--- src/rtl/core/crd_pkg.sv ---
// ----------------------------------------------------------------------------
// crd_pkg
// Shared types and constants of the character reference decoder.
// ----------------------------------------------------------------------------
`timescale 1ns / 1ps

package crd_pkg;

    localparam int CP_W           = 21;
    localparam int BYTE_W         = 8;
    localparam int SPAN_W         = 8;
    localparam int NAME_CHARS_DEF = 4;

    localparam logic [CP_W-1:0] CP_LIMIT_RST = 21'd1114111;

    // Name prefixes packed first byte lowest
    localparam logic [31:0] NAME_AMP  = 32'h0070_6d61;
    localparam logic [31:0] NAME_APOS = 32'h736f_7061;
    localparam logic [31:0] NAME_GT   = 32'h0000_7467;
    localparam logic [31:0] NAME_LT   = 32'h0000_746c;
    localparam logic [31:0] NAME_QUOT = 32'h746f_7571;

    localparam int LEN_AMP  = 3;
    localparam int LEN_APOS = 4;
    localparam int LEN_GT   = 2;
    localparam int LEN_LT   = 2;
    localparam int LEN_QUOT = 4;

    localparam logic [6:0] CP_AMP  = 7'd38;
    localparam logic [6:0] CP_APOS = 7'd39;
    localparam logic [6:0] CP_GT   = 7'd62;
    localparam logic [6:0] CP_LT   = 7'd60;
    localparam logic [6:0] CP_QUOT = 7'd34;

    localparam logic [BYTE_W-1:0] CH_AMP   = 8'h26;
    localparam logic [BYTE_W-1:0] CH_SEMI  = 8'h3b;
    localparam logic [BYTE_W-1:0] CH_HASH  = 8'h23;
    localparam logic [BYTE_W-1:0] CH_X_LO  = 8'h78;
    localparam logic [BYTE_W-1:0] CH_X_UP  = 8'h58;
    localparam logic [BYTE_W-1:0] CH_0     = 8'h30;
    localparam logic [BYTE_W-1:0] CH_9     = 8'h39;
    localparam logic [BYTE_W-1:0] CH_A_LO  = 8'h61;
    localparam logic [BYTE_W-1:0] CH_F_LO  = 8'h66;
    localparam logic [BYTE_W-1:0] CH_A_UP  = 8'h41;
    localparam logic [BYTE_W-1:0] CH_F_UP  = 8'h46;
    localparam logic [BYTE_W-1:0] CH_Z_UP  = 8'h5a;

    localparam logic ERR_OK      = 1'b0;
    localparam logic ERR_UNKNOWN = 1'b1;

    typedef struct packed {
        logic [CP_W-1:0]   cp_value;
        logic              error_code;
        logic [SPAN_W-1:0] ref_span;
    } t_result;

endpackage

--- src/rtl/core/crd_scan.sv ---
// ----------------------------------------------------------------------------
// crd_scan
// Reference state and per-byte decode: phase, code point accumulator,
// kept name prefix and span count; forms the result on the closing byte.
// ----------------------------------------------------------------------------
`timescale 1ns / 1ps

module crd_scan #(
    parameter int NAME_CHARS = crd_pkg::NAME_CHARS_DEF
) (
    input  logic                        i_clk,
    input  logic                        i_rst_n,
    input  logic                        i_advance,
    input  logic [crd_pkg::BYTE_W-1:0]  i_byte,
    input  logic [crd_pkg::CP_W-1:0]    i_limit,
    output logic                        o_emit,
    output crd_pkg::t_result            o_result
);
    import crd_pkg::*;

    localparam int NW  = 8 * NAME_CHARS;
    localparam int NCW = $clog2(NAME_CHARS + 1);
    localparam int AW  = CP_W + 5;

    localparam logic [2:0] PH_IDLE  = 3'd0;
    localparam logic [2:0] PH_AMP   = 3'd1;
    localparam logic [2:0] PH_HASH  = 3'd2;
    localparam logic [2:0] PH_DEC   = 3'd3;
    localparam logic [2:0] PH_HEX   = 3'd4;
    localparam logic [2:0] PH_NAMED = 3'd5;

    logic [2:0]        r_phase,    n_phase;
    logic [CP_W-1:0]   r_acc,      n_acc;
    logic              r_sat,      n_sat;
    logic [NW-1:0]     r_name,     n_name;
    logic [NCW-1:0]    r_name_cnt, n_name_cnt;
    logic [SPAN_W-1:0] r_span,     n_span;

    logic              is_dec, is_hex_lo, is_hex_up;
    logic [3:0]        dec_digit, hex_digit;
    logic [AW-1:0]     dec_next, hex_next;
    logic              dec_sat, hex_sat;
    logic [BYTE_W-1:0] low_byte;
    logic [6:0]        named_cp;
    logic              named_hit;

    assign is_dec    = (i_byte >= CH_0) && (i_byte <= CH_9);
    assign is_hex_lo = (i_byte >= CH_A_LO) && (i_byte <= CH_F_LO);
    assign is_hex_up = (i_byte >= CH_A_UP) && (i_byte <= CH_F_UP);
    assign dec_digit = 4'(i_byte - CH_0);

    always_comb begin
        if (is_hex_lo) begin
            hex_digit = 4'(i_byte - CH_A_LO + 8'd10);
        end else if (is_hex_up) begin
            hex_digit = 4'(i_byte - CH_A_UP + 8'd10);
        end else begin
            hex_digit = dec_digit;
        end
    end

    assign dec_next = ({5'b0, r_acc} << 3) + ({5'b0, r_acc} << 1) + AW'(dec_digit);
    assign hex_next = ({5'b0, r_acc} << 4) + AW'(hex_digit);
    assign dec_sat  = r_sat || (dec_next > AW'(i_limit));
    assign hex_sat  = r_sat || (hex_next > AW'(i_limit));

    assign low_byte = ((i_byte >= CH_A_UP) && (i_byte <= CH_Z_UP)) ? i_byte + 8'd32
                                                                    : i_byte;

    always_comb begin
        named_hit = 1'b1;
        named_cp  = '0;
        if (r_name_cnt == NCW'(LEN_AMP) && r_name == NW'(NAME_AMP)) begin
            named_cp = CP_AMP;
        end else if (r_name_cnt == NCW'(LEN_APOS) && r_name == NW'(NAME_APOS)) begin
            named_cp = CP_APOS;
        end else if (r_name_cnt == NCW'(LEN_GT) && r_name == NW'(NAME_GT)) begin
            named_cp = CP_GT;
        end else if (r_name_cnt == NCW'(LEN_LT) && r_name == NW'(NAME_LT)) begin
            named_cp = CP_LT;
        end else if (r_name_cnt == NCW'(LEN_QUOT) && r_name == NW'(NAME_QUOT)) begin
            named_cp = CP_QUOT;
        end else begin
            named_hit = 1'b0;
        end
    end

    always_comb begin
        n_phase    = r_phase;
        n_acc      = r_acc;
        n_sat      = r_sat;
        n_name     = r_name;
        n_name_cnt = r_name_cnt;
        n_span     = r_span;
        o_emit     = 1'b0;
        o_result   = '0;

        if (i_byte == CH_AMP) begin
            n_phase    = PH_AMP;
            n_acc      = '0;
            n_sat      = 1'b0;
            n_name     = '0;
            n_name_cnt = '0;
            n_span     = SPAN_W'(1);
        end else if (r_phase != PH_IDLE) begin
            n_span = (r_span != '1) ? r_span + 1'b1 : r_span;
            if (i_byte == CH_SEMI) begin
                o_emit              = 1'b1;
                o_result.ref_span   = n_span;
                if (r_phase == PH_AMP || r_phase == PH_NAMED) begin
                    if (!named_hit) begin
                        o_result.error_code = ERR_UNKNOWN;
                    end else if (CP_W'(named_cp) > i_limit) begin
                        o_result.cp_value = i_limit;
                    end else begin
                        o_result.cp_value = CP_W'(named_cp);
                    end
                end else begin
                    o_result.cp_value = r_acc;
                end
                n_phase    = PH_IDLE;
                n_span     = '0;
                n_acc      = '0;
                n_sat      = 1'b0;
                n_name     = '0;
                n_name_cnt = '0;
            end else begin
                case (r_phase)
                    PH_AMP, PH_NAMED: begin
                        if (r_phase == PH_AMP && i_byte == CH_HASH) begin
                            n_phase = PH_HASH;
                        end else begin
                            n_phase = PH_NAMED;
                            if (r_name_cnt < NCW'(NAME_CHARS)) begin
                                for (int k = 0; k < NAME_CHARS; k++) begin
                                    if (r_name_cnt == NCW'(k)) begin
                                        n_name[k*8 +: 8] = low_byte;
                                    end
                                end
                                n_name_cnt = r_name_cnt + 1'b1;
                            end
                        end
                    end
                    PH_HASH, PH_DEC: begin
                        if (r_phase == PH_HASH && (i_byte == CH_X_LO || i_byte == CH_X_UP)) begin
                            n_phase = PH_HEX;
                        end else begin
                            n_phase = PH_DEC;
                            if (is_dec) begin
                                n_sat = dec_sat;
                                n_acc = dec_sat ? i_limit : dec_next[CP_W-1:0];
                            end
                        end
                    end
                    PH_HEX: begin
                        if (is_dec || is_hex_lo || is_hex_up) begin
                            n_sat = hex_sat;
                            n_acc = hex_sat ? i_limit : hex_next[CP_W-1:0];
                        end
                    end
                    default: begin
                        n_phase    = PH_IDLE;
                        n_span     = '0;
                        n_acc      = '0;
                        n_sat      = 1'b0;
                        n_name     = '0;
                        n_name_cnt = '0;
                    end
                endcase
            end
        end
    end

    always_ff @(posedge i_clk) begin
        if (!i_rst_n) begin
            r_phase    <= PH_IDLE;
            r_acc      <= '0;
            r_sat      <= 1'b0;
            r_name     <= '0;
            r_name_cnt <= '0;
            r_span     <= '0;
        end else if (i_advance) begin
            r_phase    <= n_phase;
            r_acc      <= n_acc;
            r_sat      <= n_sat;
            r_name     <= n_name;
            r_name_cnt <= n_name_cnt;
            r_span     <= n_span;
        end
    end

endmodule

--- src/rtl/core/crd_outreg.sv ---
// ----------------------------------------------------------------------------
// crd_outreg
// Result register: holds one decoded word until the receiver takes it.
// ----------------------------------------------------------------------------
`timescale 1ns / 1ps

module crd_outreg (
    input  logic             i_clk,
    input  logic             i_rst_n,
    input  logic             i_load,
    input  crd_pkg::t_result i_result,
    input  logic             i_stall,
    output logic             o_valid,
    output logic             o_ready,
    output crd_pkg::t_result o_result
);
    import crd_pkg::*;

    logic    r_valid;
    t_result r_result;

    assign o_ready  = !r_valid || !i_stall;
    assign o_valid  = r_valid;
    assign o_result = r_result;

    always_ff @(posedge i_clk) begin
        if (!i_rst_n) begin
            r_valid <= 1'b0;
        end else if (i_load) begin
            r_valid <= 1'b1;
        end else if (!i_stall) begin
            r_valid <= 1'b0;
        end
    end

    always_ff @(posedge i_clk) begin
        if (i_load) begin
            r_result <= i_result;
        end
    end

endmodule

--- src/rtl/core/char_reference_decoder_core.sv ---
// ----------------------------------------------------------------------------
// char_reference_decoder_core
// Decodes character references ("&amp;", "&#65;", "&#x41;") from a byte
// stream into a code point, an error flag and the reference's byte span.
//
// Input channel: i_valid / o_stall with i_text_byte, one byte per word.
// Bytes outside a reference are dropped; '&' opens and ';' closes one.
// Output channel: o_valid / i_stall with o_cp_value, o_error_code and
// o_ref_span; one word leaves for every ';' that closes a reference.
// Configuration: i_cfg_we writes i_cfg_wdata to the code point limit.
//
// Each byte passes an input register, then the combinational decode into
// the result register, which loads the word of an accepted ';' and raises
// o_valid. One byte is accepted every cycle unless a closing ';' waits on
// a held result; the rate is set by the single decode stage between the
// two registers.
// Reset empties both registers, returns to idle and sets the limit to
// 1114111. While the receiver stalls a held result, bytes that produce
// no result keep flowing; a closing ';' waits in the input register and
// stalls the input side.
// ----------------------------------------------------------------------------
`timescale 1ns / 1ps

module char_reference_decoder_core #(
    parameter int NAME_CHARS = crd_pkg::NAME_CHARS_DEF
) (
    input  logic                        i_clk,
    input  logic                        i_rst_n,
    input  logic                        i_cfg_we,
    input  logic [crd_pkg::CP_W-1:0]    i_cfg_wdata,
    input  logic                        i_valid,
    output logic                        o_stall,
    input  logic [crd_pkg::BYTE_W-1:0]  i_text_byte,
    output logic                        o_valid,
    input  logic                        i_stall,
    output logic [crd_pkg::CP_W-1:0]    o_cp_value,
    output logic                        o_error_code,
    output logic [crd_pkg::SPAN_W-1:0]  o_ref_span
);
    import crd_pkg::*;

    logic [CP_W-1:0]   r_limit;
    logic              r_in_valid;
    logic [BYTE_W-1:0] r_in_byte;

    logic    emit;
    logic    advance;
    logic    out_ready;
    t_result scan_result;
    t_result out_result;

    always_ff @(posedge i_clk) begin
        if (!i_rst_n) begin
            r_limit <= CP_LIMIT_RST;
        end else if (i_cfg_we) begin
            r_limit <= i_cfg_wdata;
        end
    end

    assign advance = r_in_valid && (!emit || out_ready);
    assign o_stall = r_in_valid && !advance;

    always_ff @(posedge i_clk) begin
        if (!i_rst_n) begin
            r_in_valid <= 1'b0;
        end else if (!o_stall) begin
            r_in_valid <= i_valid;
        end
    end

    always_ff @(posedge i_clk) begin
        if (!o_stall && i_valid) begin
            r_in_byte <= i_text_byte;
        end
    end

    crd_scan #(
        .NAME_CHARS (NAME_CHARS)
    ) u_scan (
        .i_clk     (i_clk),
        .i_rst_n   (i_rst_n),
        .i_advance (advance),
        .i_byte    (r_in_byte),
        .i_limit   (r_limit),
        .o_emit    (emit),
        .o_result  (scan_result)
    );

    crd_outreg u_outreg (
        .i_clk    (i_clk),
        .i_rst_n  (i_rst_n),
        .i_load   (advance && emit),
        .i_result (scan_result),
        .i_stall  (i_stall),
        .o_valid  (o_valid),
        .o_ready  (out_ready),
        .o_result (out_result)
    );

    assign o_cp_value   = out_result.cp_value;
    assign o_error_code = out_result.error_code;
    assign o_ref_span   = out_result.ref_span;

    a_err_zero_cp: assert property (@(posedge i_clk) disable iff (!i_rst_n)
        o_valid && o_error_code |-> o_cp_value == '0)
        else $error("error result carries a nonzero code point");

    a_span_min: assert property (@(posedge i_clk) disable iff (!i_rst_n)
        o_valid |-> o_ref_span >= SPAN_W'(2))
        else $error("reference span shorter than its delimiters");

    a_stall_only_full: assert property (@(posedge i_clk) disable iff (!i_rst_n)
        o_stall |-> r_in_valid && emit && o_valid && i_stall)
        else $error("input stalled without a blocked result");

endmodule

--- config.mk ---
export PLATFORM = sky130hd
export DESIGN_NAME = char_reference_decoder_core
export DESIGN_NICKNAME = d
export VERILOG_FILES = /design/src/rtl/core/crd_pkg.sv /design/src/rtl/core/crd_scan.sv /design/src/rtl/core/crd_outreg.sv /design/src/rtl/core/char_reference_decoder_core.sv
export SDC_FILE = /design/constraint.sdc
export NUM_CORES = 1
export LEC_CHECK = 0
export BUFFER_PORTS_ARGS = -buffer_cell sky130_fd_sc_hd__buf_4
export CORE_ASPECT_RATIO = 1.75
export CORE_MARGIN = 2
export CORE_UTILIZATION = 35
export CTS_CLUSTER_DIAMETER = 200
export CTS_CLUSTER_SIZE = 8
export DETAILED_ROUTE_END_ITERATION = 8
export PLACE_DENSITY = 0.63
export SLEW_MARGIN = 0
export SYNTH_ARGS = -nofsm -noshare
export SYNTH_HDL_FRONTEND = slang
export SYNTH_HIERARCHICAL = 1
export SYNTH_SLANG_ARGS = --single-unit
--- constraint.sdc ---
create_clock -name i_clk -period 11.2 [get_ports i_clk]
set_clock_uncertainty 0.1 [all_clocks]
set_input_delay 2.24 -clock i_clk [delete_from_list [all_inputs] [get_ports i_clk]]
set_output_delay 2.24 -clock i_clk [all_outputs]
set_load 0.02 [all_outputs]
== Yosys cells after proc, flatten, opt, wreduce, memory -nomap -nowiden ==
Cells that the tools add are included.

* Register bits after elaboration: 129
* Output and inout port bits: 32
* Logic and storage cells: 184

* Add/subtract/negate cells: 11
* Magnitude comparators: 11
* Equality and inequality tests: 33
* Mux-type cells: 65
* Bitwise operators: 3
* Reduce and logical (&&, ||, !) cells: 45

{| class="wikitable"
|+ Operators with widths
! operator !! count
|-
| 21-bit two-way mux || 11
|-
| 32-bit two-way mux || 5
|-
| 8-bit two-way mux || 10
|-
| 32-bit by 15-bit equality test with 1-bit output (second input constant) || 2
|-
| 32-bit by 31-bit equality test with 1-bit output (second input constant) || 2
|-
| 32-bit one-hot mux with 2 select lines || 1
|-
| 21-bit one-hot mux with 3 select lines || 1
|-
| 26-bit by 21-bit > comparator with 1-bit output || 2
|-
| 32-bit by 23-bit equality test with 1-bit output (second input constant) || 1
|-
| 3-bit two-way mux || 10
|-
| 6-bit AND reduction || 5
|-
| 7-bit two-way mux || 4
|-
| 4-bit by 1-bit != test with 1-bit output (second input constant) || 7
|-
| 25-bit by 4-bit adder with 26-bit output || 1
|-
| 26-bit by 4-bit adder with 26-bit output || 1
|-
| 24-bit by 22-bit adder with 25-bit output || 1
|-
| 8-bit by 6-bit equality test with 1-bit output (second input constant) || 3
|-
| 8-bit by 7-bit less-or-equal comparator with 1-bit output (second input constant) || 3
|-
| 7-bit by 21-bit > comparator with 1-bit output || 1
|-
| 1-bit two-way mux || 17
|-
| 8-bit by 7-bit equality test with 1-bit output (second input constant) || 2
|-
| 8-bit by 7-bit greater-or-equal comparator with 1-bit output (second input constant) || 2
|-
| 1-bit logical AND || 15
|-
| 3-bit by 2-bit equality test with 1-bit output (second input constant) || 4
|-
| 32 further kinds || 57
|}

== Logic depth before layout (Yosys ltp) ==
* Word-level depth: 13
* Gate-level depth with buffers: 23

== Cells and area by module ==
The synthesis kept the hierarchy.

{| class="wikitable"
|+ By module, submodules not included
! module !! instances !! cells an instance !! area each (µm²) !! seq. area each (µm²)
|-
| crd_scan || 1 || 846 || 6767.7 || 1361.3
|-
| char_reference_decoder_core || 1 || 83 || 1071.0 || 680.7
|-
| crd_outreg || 1 || 34 || 935.9 || 920.9
|}

== Least setup slack after synthesis ==
OpenSTA, ideal clock, no wires.

* Path type: input-to-output
* Start point: input port i_stall
* End point: output port o_stall
* Arrival time: 2.655 ns
* Slack: 6.205 ns
* Stages: 2
* Buffers on the path: 0
* Cells stage by stage: nand2_1 > and3b_1

* Word-level cells in the longest chain between the ends: 6

{| class="wikitable"
|+ Ends and longest elaborated chain
! element !! line !! text
|-
| start, declared || char_reference_decoder_core.sv:35 || <nowiki>input logic i_stall,</nowiki>
|-
| 1-bit zero test || crd_outreg.sv:22 || <nowiki>assign o_ready = !r_valid || !i_stall;</nowiki>
|-
| 1-bit logical OR || crd_outreg.sv:22 ||
|-
| 1-bit logical OR || char_reference_decoder_core.sv:60 || <nowiki>assign advance = r_in_valid && (!emit || out_ready);</nowiki>
|-
| 1-bit logical AND || char_reference_decoder_core.sv:60 ||
|-
| 1-bit zero test || char_reference_decoder_core.sv:61 || <nowiki>assign o_stall = r_in_valid && !advance;</nowiki>
|-
| 1-bit logical AND || char_reference_decoder_core.sv:61 ||
|-
| end, declared || char_reference_decoder_core.sv:32 || <nowiki>output logic o_stall,</nowiki>
|}

No other way between the ends.

== Final worst setup path ==
* Start point: register u_scan.r_acc[2]
* End point: register u_scan.r_acc[6]

* Word-level cells in the longest chain between the ends: 11
* Elaborated cells on any way between the ends: 16
* Classes of those cells: add/sub (3); order compare (2); mux (9); reduce/logical (2)

{| class="wikitable"
|+ Ends and longest elaborated chain
! element !! line !! text
|-
| start, declared || crd_scan.sv:33 || <nowiki>logic [CP_W-1:0] r_acc, n_acc;</nowiki>
|-
| start signal, assigned || crd_scan.sv:184 || <nowiki>r_acc <= n_acc;</nowiki>
|-
| 24-bit by 22-bit adder with 25-bit output || crd_scan.sv:62 || <nowiki>assign dec_next = ({5'b0, r_acc} << 3) + ({5'b0, r_acc} << 1) + AW'(dec_digit);</nowiki>
|-
| 26-bit by 4-bit adder with 26-bit output || crd_scan.sv:62 ||
|-
| 26-bit by 21-bit > comparator with 1-bit output || crd_scan.sv:64 || <nowiki>assign dec_sat = r_sat || (dec_next > AW'(i_limit));</nowiki>
|-
| 1-bit logical OR || crd_scan.sv:64 ||
|-
| 21-bit two-way mux || crd_scan.sv:151 || <nowiki>n_acc = dec_sat ? i_limit : dec_next[CP_W-1:0];</nowiki>
|-
| 21-bit two-way mux || crd_scan.sv:149 || <nowiki>if (is_dec) begin</nowiki>
|-
| 21-bit two-way mux || crd_scan.sv:145 || <nowiki>if (r_phase == PH_HASH && (i_byte == CH_X_LO || i_byte == CH_X_UP)) begin</nowiki>
|-
| 21-bit one-hot mux with 3 select lines (*) || crd_scan.sv:128 || <nowiki>case (r_phase)</nowiki>
|-
| 21-bit two-way mux (*) || crd_scan.sv:107 || <nowiki>if (i_byte == CH_SEMI) begin</nowiki>
|-
| 21-bit two-way mux (*) || crd_scan.sv:105 || <nowiki>end else if (r_phase != PH_IDLE) begin</nowiki>
|-
| 21-bit two-way mux (*) || crd_scan.sv:98 || <nowiki>if (i_byte == CH_AMP) begin</nowiki>
|}

Every way passes the cells marked *; elsewhere a longest branch is shown, timed or not. The select of a mux whose other input is x is not followed.
A chain may end at the register's enable or synchronous reset.

==> results.ini <==
[outcome]
status = complete, no violations

[cts]
cts_htree_levels = 4
path_clk_slew_ns = 0.06
cts_sinks = 129
cts_tree = yes
numCtsBuffers = 17
cts-root-buf = clkbuf_16
post_cts_buffers = 0
clock_path_buffers = 2
ctsResizeCount = 0
clock_latency_ns = 0.42
cts_hold_buffers = 0

[critical_path]
rr_worst_depth = 21
timing.rr.start = u_scan/r_acc[2]
crit_type = reg2reg
slowest_delay_ns = 0.55
reg2reg_to = u_scan/r_acc[6]
cp-start-kind = flip-flop
reg2reg_setup_slack_ns = 5.85
crit_family = compound AO/OA/AOI/OAI gates
crit_chain = inv_1, fa_1, inv_1, ha_1, a21oi_2, o2111ai_2, a2111o_1, a31o_2, a21oi_1, xnor2_1, ha_1, a21oi_1, nor2b_1, o21ai_0, nand2_1, a211oi_1, o221ai_1, nor4_4, buf_4, o22ai_4, a221o_1
worstPathBufferInverterCount = 3
end_kind = flip-flop
cpMaxStageDelayCell = fa_1
critical_path_arrival_ns = 5.55
required_ns = 11.40
crit_fanout = 30

[layout]
fin_nets = 1160
utilization_pct = 41.1
nFillCells = 2466
syn_to_final_growth_pct = 15.2
finalInstanceArea_um2 = 10100
diodes = 0
layout-drive-gt1-share_pct = 12.3

[placed_design]
hpwl_um = 20500
port_buffers = 65
place.gp.congestion = 0.942
pre_cts_ws_ns = 5.87
place_area_um2 = 9520

[global_routing]
gr-total-overflow = 0
antenna_found_initial = 0
grt_usage_pct = 20.4
grt_pass1_vias = 7826
grt_pass1_wl_um = 41000
grt_max_degree = 43

[synthesis]
synth_seq_area_share_pct = 33.8
synth-main-ff-cell = dfxtp_1
postSynthAreaPerCell_um2 = 9.11
synth-edff-count = 38
synthesis.area_um2 = 8770
netlist_instances = 963
synth-seq-cells = 129
yosys.cell_types.count = 79
synthesis.nets = 1101
synth-async-reset-ratio_pct = 0
yosys_warnings = 6

[worst_hold_path]
worstHoldStart = u_scan/r_name[9]
min_to = u_scan/r_name[9]
hold_depth = 2
hold_class = reg2reg

[sta]
post-route-period-util_pct = 47.8
rsz0062_at_grt = false
period_minus_slack_ns = 5.35
fmax_ghz = 0.187
timing.final.ws_setup_ns = 5.85
tightest_slew_ns = 1.11
relSlewSlack_pct = 25.8
hold_viol = 0
final-setup-viol-count = 0
finalMaxSlewViolations = 0
fin_setup_tns_ns = 0

[drt]
wl_per_cell_um = 19.5
vias_per_cell = 5.69
ant_nets = 0
dr.pass1.iters = 5
drt_iter0_markers = 486
num_vias = 7668
drc_errors = 0
wl_um = 26200

[pwr]
finalPower_mw = 1.13
vdd_ir_drop_max_uv = 105
p_leak_nw = 4.47
power_density_nw_per_um2 = 112

[floorplanning]
core_um2 = 24600
core.rowCount = 76
die_x_um = 124
die_h_um = 213
start_util_pct = 35.6
io_pins = 66
dieArea_um2 = 26400

[flow_run]
maxCapViolCount = 0

stage by stage:
| stage | cells | hold WS, ns |
|---|---|---|
| after global placement | 1315 | 0.368 |
| after detailed placement | 1315 | 0.381 |
| after CTS | 1347 | 0.395 |
| after global routing | 1347 | 0.444 |
| after floorplan | 963 | 0.352 |
| final | 1347 | 0.397 |
cells in the final DEF, fill, tap and decap left out, types with 5 or more instances in the layout:
cell       netlist  routed
a221o_1          5       5
inv_1           52      52
nand3_1         22      22
ha_1           102     102
nor2b_1         14      14
a22o_1           5       5
and3_1          13      13
o211ai_1        10      10
clkbuf_16        0      18
xnor2_1         16      16
a31oi_1          7       7
nand2_1         84      84
edfxtp_1        38      38
and2_1          22      22
a21oi_1         50      50
a21o_1          16      16
a311o_1         13      13
a211oi_1         6       6
xor2_1           6       6
dfxtp_1         91      91
buf_4            2      71
nand4_1         14      14
o21ai_0         49      49
nor2_1          98      98
mux2i_1         76      76
nor4_1          22      22
nor3_1          13      13
cells by family (layout without fill, tap and decap cells):
family          count (synthesis)  in the layout  share of synthesized area [%]
xor+xnor                       22             22                           2.20
buf+inv                        84            156                           4.35
mux                            79             79                           9.10
flops                         129            129                           33.8
compound gates                206            206                           16.3
fa+ha+maj                     104            104                           15.0
simple gates                  339            339                           19.3
layout make-up:
class	count	area, um2	area share, %
clock buffers	22	475	4.70
clock inverters	10	120	1.19
inverters	53	199	1.97
multi-input cells	750	5430	53.7
flip-flops and latches	129	2960	29.3
well taps	312	390	3.86
repair buffers	71	533	5.27
cell usage after synthesis, types with 19 or more instances:
cell / n / share of area [%]
ha_1: 102 / 15
nor2_1: 98 / 4.2
dfxtp_1: 91 / 21
nand2_1: 84 / 3.6
mux2i_1: 76 / 8.7
inv_1: 52 / 2.2
a21oi_1: 50 / 2.9
o21ai_0: 49 / 2.8
edfxtp_1: 38 / 13
and2_1: 22 / 1.6
nand3_1: 22 / 1.3
nor4_1: 22 / 1.6
clkbuf_1: 19 / 0.81
sequential cells by signal (all words and copies together) (netlist names):
signal             flops
r_in_byte              8
r_in_valid             1
r_limit               21
u_outreg/o_result     30
u_outreg/o_valid       1
u_scan/r_acc          21
u_scan/r_name         32
u_scan/r_name_cnt      3
u_scan/r_phase         3
u_scan/r_sat           1
u_scan/r_span          8
report_power, final:
group | total, mW | internal (mW) | switching, mW | leakage, nW
registers | 0.498 | 0.486 | 0.0122 | 1.16
logic | 0.0705 | 0.0292 | 0.0412 | 3.01
clock network | 0.560 | 0.350 | 0.210 | 0.294
total | 1.13 | 0.865 | 0.264 | 4.47
worst reg2reg max path, stage by stage (launching register included):
cell and delay, ns:
dfxtp_1 0.47, inv_1 0.09, fa_1 0.55, inv_1 0.06
ha_1 0.30, a21oi_2 0.16, o2111ai_2 0.21, a2111o_1 0.48
a31o_2 0.24, a21oi_1 0.17, xnor2_1 0.20, ha_1 0.30
a21oi_1 0.14, nor2b_1 0.06, o21ai_0 0.15, nand2_1 0.07
a211oi_1 0.17, o221ai_1 0.20, nor4_4 0.27, buf_4 0.37
o22ai_4 0.17, a221o_1 0.32
how the worst max path moves through the flow:
stage | end | depth (start not counted) | start | slack, ns
2_1_floorplan | o_stall | 2 | i_stall | 6.20
5_1_grt | u_scan/r_acc[6] | 21 | u_scan/r_acc[2] | 5.48
4_1_cts | u_scan/r_acc[9] | 21 | u_scan/r_acc[2] | 5.84
6_report | u_scan/r_acc[6] | 21 | u_scan/r_acc[2] | 5.85
3_5_place_dp | u_scan/r_acc[14] | 9 | i_stall | 5.87
3_3_place_gp | u_scan/r_acc[20] | 9 | i_stall | 5.86
routing by layer:
metal  routed length [um]  global-route usage, %  vias to the layer above
met4                 2180                   15.2                        0
met5                    0                      0                        -
met2                14300                   38.8                      248
met3                  907                   3.86                      127
li1                     -                      -                     3668
met1                 8830                   18.6                     3625
No activity file was read; power rests on OpenSTA's default activity.
